<file path="config.mk">
export PLATFORM = sky130hd
export DESIGN_NAME = whlm_cell
export DESIGN_NICKNAME = d
export VERILOG_FILES = /design/src/rtl/whlm_pkg.sv /design/src/rtl/whlm_cell.sv
export SDC_FILE = /design/constraint.sdc
export NUM_CORES = 1
export LEC_CHECK = 0
export BUFFER_PORTS_ARGS = -buffer_cell sky130_fd_sc_hd__buf_2
export CAP_MARGIN = 20
export CELL_PAD_IN_SITES_DETAIL_PLACEMENT = 1
export CELL_PAD_IN_SITES_GLOBAL_PLACEMENT = 1
export CORE_UTILIZATION = 39
export CTS_CLUSTER_DIAMETER = 150
export DETAILED_ROUTE_END_ITERATION = 12
export HOLD_SLACK_MARGIN = 0.02
export PLACE_DENSITY_LB_ADDON = 0.12
export SLEW_MARGIN = 20
export SYNTH_ARGS = -nofsm -noshare
export SYNTH_HDL_FRONTEND = slang
export SYNTH_SLANG_ARGS = --single-unit
</file>
<file path="constraint.sdc">
create_clock -name clk -period 4.33 [get_ports clk]
set_input_delay 0.2165 -clock clk [delete_from_list [all_inputs] [get_ports clk]]
set_output_delay 0.2165 -clock clk [all_outputs]
set_load 0.005 [all_outputs]
</file>
<file path="src/rtl/whlm_pkg.sv">
// shared types for the windowed high/low midpoint block
package whlm_pkg;

  // per-cell control from the sequencer
  typedef struct packed {
    logic shift;   // a new bar enters the row, every cell takes its neighbor's bar
    logic active;  // the cell lies inside the current window
  } cell_ctl_t;

  // bit width, rounded up to whole bytes, that a field group of the given bit count packs into
  function automatic int unsigned byte_pad(input int unsigned nbits);
    byte_pad = ((nbits + 7) / 8) * 8;
  endfunction

endpackage

</file>
<file path="src/rtl/whlm_cell.sv">
// one window cell: holds one bar and folds it into the passing max/min
module whlm_cell #(
  parameter int unsigned PRICE_BITS = 32
) (
  input  logic                  clk,
  input  whlm_pkg::cell_ctl_t   ctl,
  input  logic [PRICE_BITS-1:0] in_high,
  input  logic [PRICE_BITS-1:0] in_low,
  output logic [PRICE_BITS-1:0] hold_high,
  output logic [PRICE_BITS-1:0] hold_low,
  input  logic [PRICE_BITS-1:0] acc_in_high,
  input  logic [PRICE_BITS-1:0] acc_in_low,
  output logic [PRICE_BITS-1:0] acc_high,
  output logic [PRICE_BITS-1:0] acc_low
);

  logic [PRICE_BITS-1:0] acc_high_next;
  logic [PRICE_BITS-1:0] acc_low_next;

  // stored bar, shifted one place down the row per new bar
  always_ff @(posedge clk) begin
    if (ctl.shift) begin
      hold_high <= in_high;
      hold_low  <= in_low;
    end
  end

  // running extremes, only cells inside the window take part
  always_comb begin
    acc_high_next = acc_in_high;
    acc_low_next  = acc_in_low;
    if (ctl.active) begin
      if (hold_high > acc_in_high) begin
        acc_high_next = hold_high;
      end
      if (hold_low < acc_in_low) begin
        acc_low_next = hold_low;
      end
    end
  end

  // the accumulator moves one cell down in every cycle
  always_ff @(posedge clk) begin
    acc_high <= acc_high_next;
    acc_low  <= acc_low_next;
  end

endmodule

</file>
Yosys cells after proc, flatten, opt, wreduce, memory -nomap -nowiden
Cells that the tools add are included.
{ "totals": {"output_inout_bits": 128, "regBits": 128} }
{ "op_classes": {"n_mux": 4, "magnitude_cmp": 2} }
{ "ops": {"columns": ["op", "count"], "rows": [
  ["$mux 32", 4],
  ["$gt 32x32->1", 1],
  ["$lt 32x32->1", 1]
]} }

Depth between registers and ports, before layout
{ "depth": {"ltp_word": 3, "ltp_mapped": 9} }

Least setup slack after synthesis
OpenSTA, ideal clock, no wires.
{ "synth_path": {"path_type": "register to register", "startpoint": "reg hold_low[13]", "endpoint": "reg acc_low[10]", "arrival_ps": 2465, "setup_ps": 121, "slack_ps": 1744, "synth_period_minus_slack_ps": 2586, "path_stages_with_launch": 9, "cell_sequence": "edfxtp_1 > ha_1 > a21o_1 > a21o_1 > a221o_1 > a211o_1 > a211oi_4 > buf_6 > mux2_2"} }
{ "synth_via": {"elab_chain_len": 3} }
{ "synth_lines": {"columns": ["element", "line", "rtl"], "rows": [
  ["start, declared", "whlm_cell.sv:10", "output logic [PRICE_BITS-1:0] hold_low,"],
  ["start signal, assigned", "whlm_cell.sv:24", "hold_low <= in_low;"],
  ["$lt 32x32->1", "whlm_cell.sv:36", "if (hold_low < acc_in_low) begin"],
  ["$mux 32", "whlm_cell.sv:36", null],
  ["$mux 32", "whlm_cell.sv:32", "if (ctl.active) begin"],
  ["net acc_low_next[10]", "whlm_cell.sv:18", "logic [PRICE_BITS-1:0] acc_low_next;"],
  ["end signal, assigned", "whlm_cell.sv:45", "acc_low <= acc_low_next;"],
  ["end, declared", "whlm_cell.sv:14", "output logic [PRICE_BITS-1:0] acc_low"]
]} }
The timed path passes the listed nets, and every way through them passes these cells.
A chain may end at the register's enable or synchronous reset.

Worst setup path after layout
{ "layout_path": {"startpoint": "in acc_in_high[15]", "endpoint": "reg acc_high[31]"} }
{ "layout_via": {"elab_chain_len": 3} }
{ "layout_lines": {"columns": ["element", "line", "rtl"], "rows": [
  ["start, declared", "whlm_cell.sv:11", "input logic [PRICE_BITS-1:0] acc_in_high,"],
  ["$gt 32x32->1", "whlm_cell.sv:33", "if (hold_high > acc_in_high) begin"],
  ["$mux 32", "whlm_cell.sv:33", null],
  ["$mux 32", "whlm_cell.sv:32", null],
  ["net acc_high_next[31]", "whlm_cell.sv:17", "logic [PRICE_BITS-1:0] acc_high_next;"],
  ["end signal, assigned", "whlm_cell.sv:44", "acc_high <= acc_high_next;"],
  ["end, declared", "whlm_cell.sv:13", "output logic [PRICE_BITS-1:0] acc_high,"]
]} }
The timed path passes the listed nets, and every way through them passes these cells.

==> qor.csv <==
stage;metric;value;unit
power;p_int;2580;uW
power;p_seq_share;42.6;%
routing;wire_per_inst;18.13;um
power;leakage;0.004197;uW
global_routing;grt_pass1_vias;5484;
global_routing;grt-ovfl-total;0;
clock_tree;clkLatencyLatePin;420;ps
global_routing;grt_usage;25.36;%
worst_setup_path;start_kind;input port;
logic_synthesis;syn_area;0.005618;mm2
clock_tree;ctsHtreeMaxLevel;4;
clock_tree;hold_buffers;105;
clock_tree;postCtsSetupBuffers;0;
global_routing;grt_first_pass_wirelength;27.87;mm
job;drv_cap;0;
sta;post-route-period-util;74.37;%
clock_tree;clkTransAtPathRegs;50;ps
logic_synthesis;yosysUniqueCellTypes;33;
cells_and_area;final_common_cell;buf_2;
floorplanning;pin_count;259;
cells_and_area;syn2layout_area_growth;55.01;%
worst_setup_path;crit_path_top_delay_cell;or4_1;
sta;worst_slew_pin_slew;834.0;ps
logic_synthesis;synthCells;424;
logic_synthesis;yosysSeqAreaShare;57.02;%
floorplanning;dieHeight;122.0;um
routing;ant_nets;0;
sta;slew_violations;0;
placement;dpl.hpwl;11.55;mm
power;pwr_density_cell;393.4;mW/mm2
worst_setup_path;critPathRequiredTime;4630;ps
worst_setup_path;reg2reg_to;acc_high[31];
sta;rsz0062_at_grt;no;
logic_synthesis;syn_area_per_cell;13.25;um2
sta;post-route-min-period;3220;ps
power;netSwitchingPower;845.7;uW
cells_and_area;diodes;0;
sta;slew_headroom;44.40;%
clock_tree;cts_tree;done;
global_routing;grt_max_degree;34;
routing;routed_via_density;4.806;
logic_synthesis;yosys-top-cells-area;edfxtp_1, dfxtp_1, ha_1;
worst_setup_path;crit_start;acc_in_high[15];
logic_synthesis;syn_nets;618;
routing;first_pass_iters;4;
cells_and_area;drive_gt1_share;39.41;%
sta;setup_violations;0;
clock_tree;cts_buffers;17;
worst_setup_path;cp.arrival;3520;ps
floorplanning;initial_core_util;40.16;%
power;power_frac_clock;40.7;%
sta;setup_tns;0;ps
cells_and_area;nNetsFinal;998;
routing;drcViolationCount;0;
worst_setup_path;worstSetupPathType;in2reg;
sta;fmax;0.3105;GHz
power;irDropWorstVdd;0.3198;mV
worst_setup_path;crit_path_end;acc_high[31];
cells_and_area;utilization;62.25;%
logic_synthesis;synth_top_cell_area_share;34.21;%
floorplanning;row_count;43;
clock_tree;max-clock-path-buffers;2;
logic_synthesis;synth_seq_cells;128;
routing;wirelength;18.08;mm
power;switching_share;24.69;%
floorplanning;core-area;0.01399;mm2
worst_setup_path;path_max_fanout;23;
power;power_frac_comb;16.7;%
hold_path;holdCritPathClass;in2reg;
worst_setup_path;max_stage_delay;640;ps
logic_synthesis;yosysWarnings;0;
floorplanning;fp.dieW;122.0;um
sta;whs;42.43;ps
power;power.total;3426;uW
placement;place_congestion;0.7282;
floorplanning;die_area;0.01489;mm2
clock_tree;cts_sinks;128;
sta;fin_worst_skew;7.420;ps
clock_tree;cts_resized;0;
clock_tree;cts-root-buf;clkbuf_16;
global_routing;antenna_found_initial;0;
sta;final_hold_viol_count;0;
worst_setup_path;r2r_setup_slack;1130;ps
routing;vias;4792;
worst_setup_path;timing.rr.start;hold_high[1];
worst_setup_path;reg2reg_depth;8;
placement;port_buffers;258;
routing;drt_iter0_drc;128;
worst_setup_path;cp-end-kind;register;
cells_and_area;mostFrequentLayoutCells;buf_2, dlygate4sd3_1, inv_1, dfxtp_1, edfxtp_1;
logic_synthesis;yosys.area.top_type;edfxtp_1;
outcome;status;completed;
worst_setup_path;worstPathCellList;dlygate4sd3_1, buf_2, inv_1, ha_1, nand4_1, or4_1, o21ai_1, a21oi_1, a41oi_4, buf_4, mux2_2;
## kinds of logic (layout without fill, tap and decap cells)
group                      count (synthesis)  in the layout  share of synthesized area, %
adders and majority gates                 63             63                         14.03
buffers and inverters                     70            463                         5.479
muxes                                     64             64                         12.83
AOI/OAI and AO/OA                         54             54                         6.303
and+or+nand+nor                           45             45                         4.343
DFF                                      128            128                         57.02
## final cells by class
class	count	area, um2
Clock buffer	24	471.7
Clock inverter	8	88.84
Fill cell	1489	5280
Inverter	64	240.2
Multi-Input combinational cell	226	2107
Sequential cell	128	3203
Tap cell	180	225.2
Timing Repair Buffer	367	2372
## power by group through the flow
stage / combinational, uW / clock (uW) / sequential (uW)
finish: 574 / 1390 / 1460
CTS: 569 / 1420 / 1460
floorplan: 219 / 0 / 1490
detailed placement: 485 / 0 / 1480
global placement: 469 / 0 / 1470
global route: 636 / 1480 / 1470
## state kept, by name, summed over array words and instances (netlist names)
name	cells
hold_low	32
acc_high	32
acc_low	32
hold_high	32
## layer usage
layer  wire, um  vias up  track usage, %  share of wire, %
met4        396        0           10.11               2.2
met5          0        -               0                 0
met3       1209       28           8.427               6.7
met1       6641     2299           24.78                37
li1           -     2290               -                 -
met2       9833      175           48.38                54
## synthesized netlist by cell type
cell / count
nand2_1: 13
nand2b_1: 2
inv_1: 64
o211ai_1: 1
nor2_1: 3
a21o_1: 6
a221o_1: 1
nor4_1: 3
ha_1: 63
a221oi_1: 1
o21ai_0: 9
nand3_1: 4
o22ai_1: 1
mux2_2: 32
a22oi_1: 1
and4_1: 2
a211o_1: 1
o21ai_1: 1
or4_1: 3
a211oi_4: 1
nand4_1: 10
nor3_1: 1
nor2b_1: 2
mux2_1: 32
a211oi_1: 1
edfxtp_1: 64
dfxtp_1: 64
a2111oi_0: 2
a21oi_1: 26
buf_6: 6
and3_1: 2
o21a_1: 1
a41oi_4: 1
## how the worst min path moves through the flow
stage / cells after the start / slack, ps / endpoint / from
2_1_floorplan: 0 / 320 / hold_high[0] / in_high[0]
3_3_place_gp: 1 / 390 / hold_high[21] / in_high[21]
3_5_place_dp: 1 / 390 / hold_low[12] / in_low[12]
4_1_cts: 2 / 20 / acc_low[6] / acc_in_low[6]
5_1_grt: 2 / 30 / acc_high[21] / acc_in_high[21]
6_report: 2 / 40 / acc_low[27] / acc_in_low[27]
## worst max-delay path, delay by kind of cell
kind	cells	cell delay [ps]
AOI/OAI and AO/OA	3	640
adders and majority gates	1	300
buffers and inverters	4	1130
muxes	1	400
and+or+nand+nor	2	830
## per-stage QoR
stage / instances / setup slack (ps) / area [um2]
6_report: 997 / 1110 / 8708
3_5_place_dp: 860 / 1181 / 7097
2_1_floorplan: 424 / 1744 / 5618
4_1_cts: 997 / 1123 / 8708
3_3_place_gp: 860 / 1250 / 7097
5_1_grt: 997 / 888.4 / 8708
Note: power is estimated with default switching activity, not from simulation.
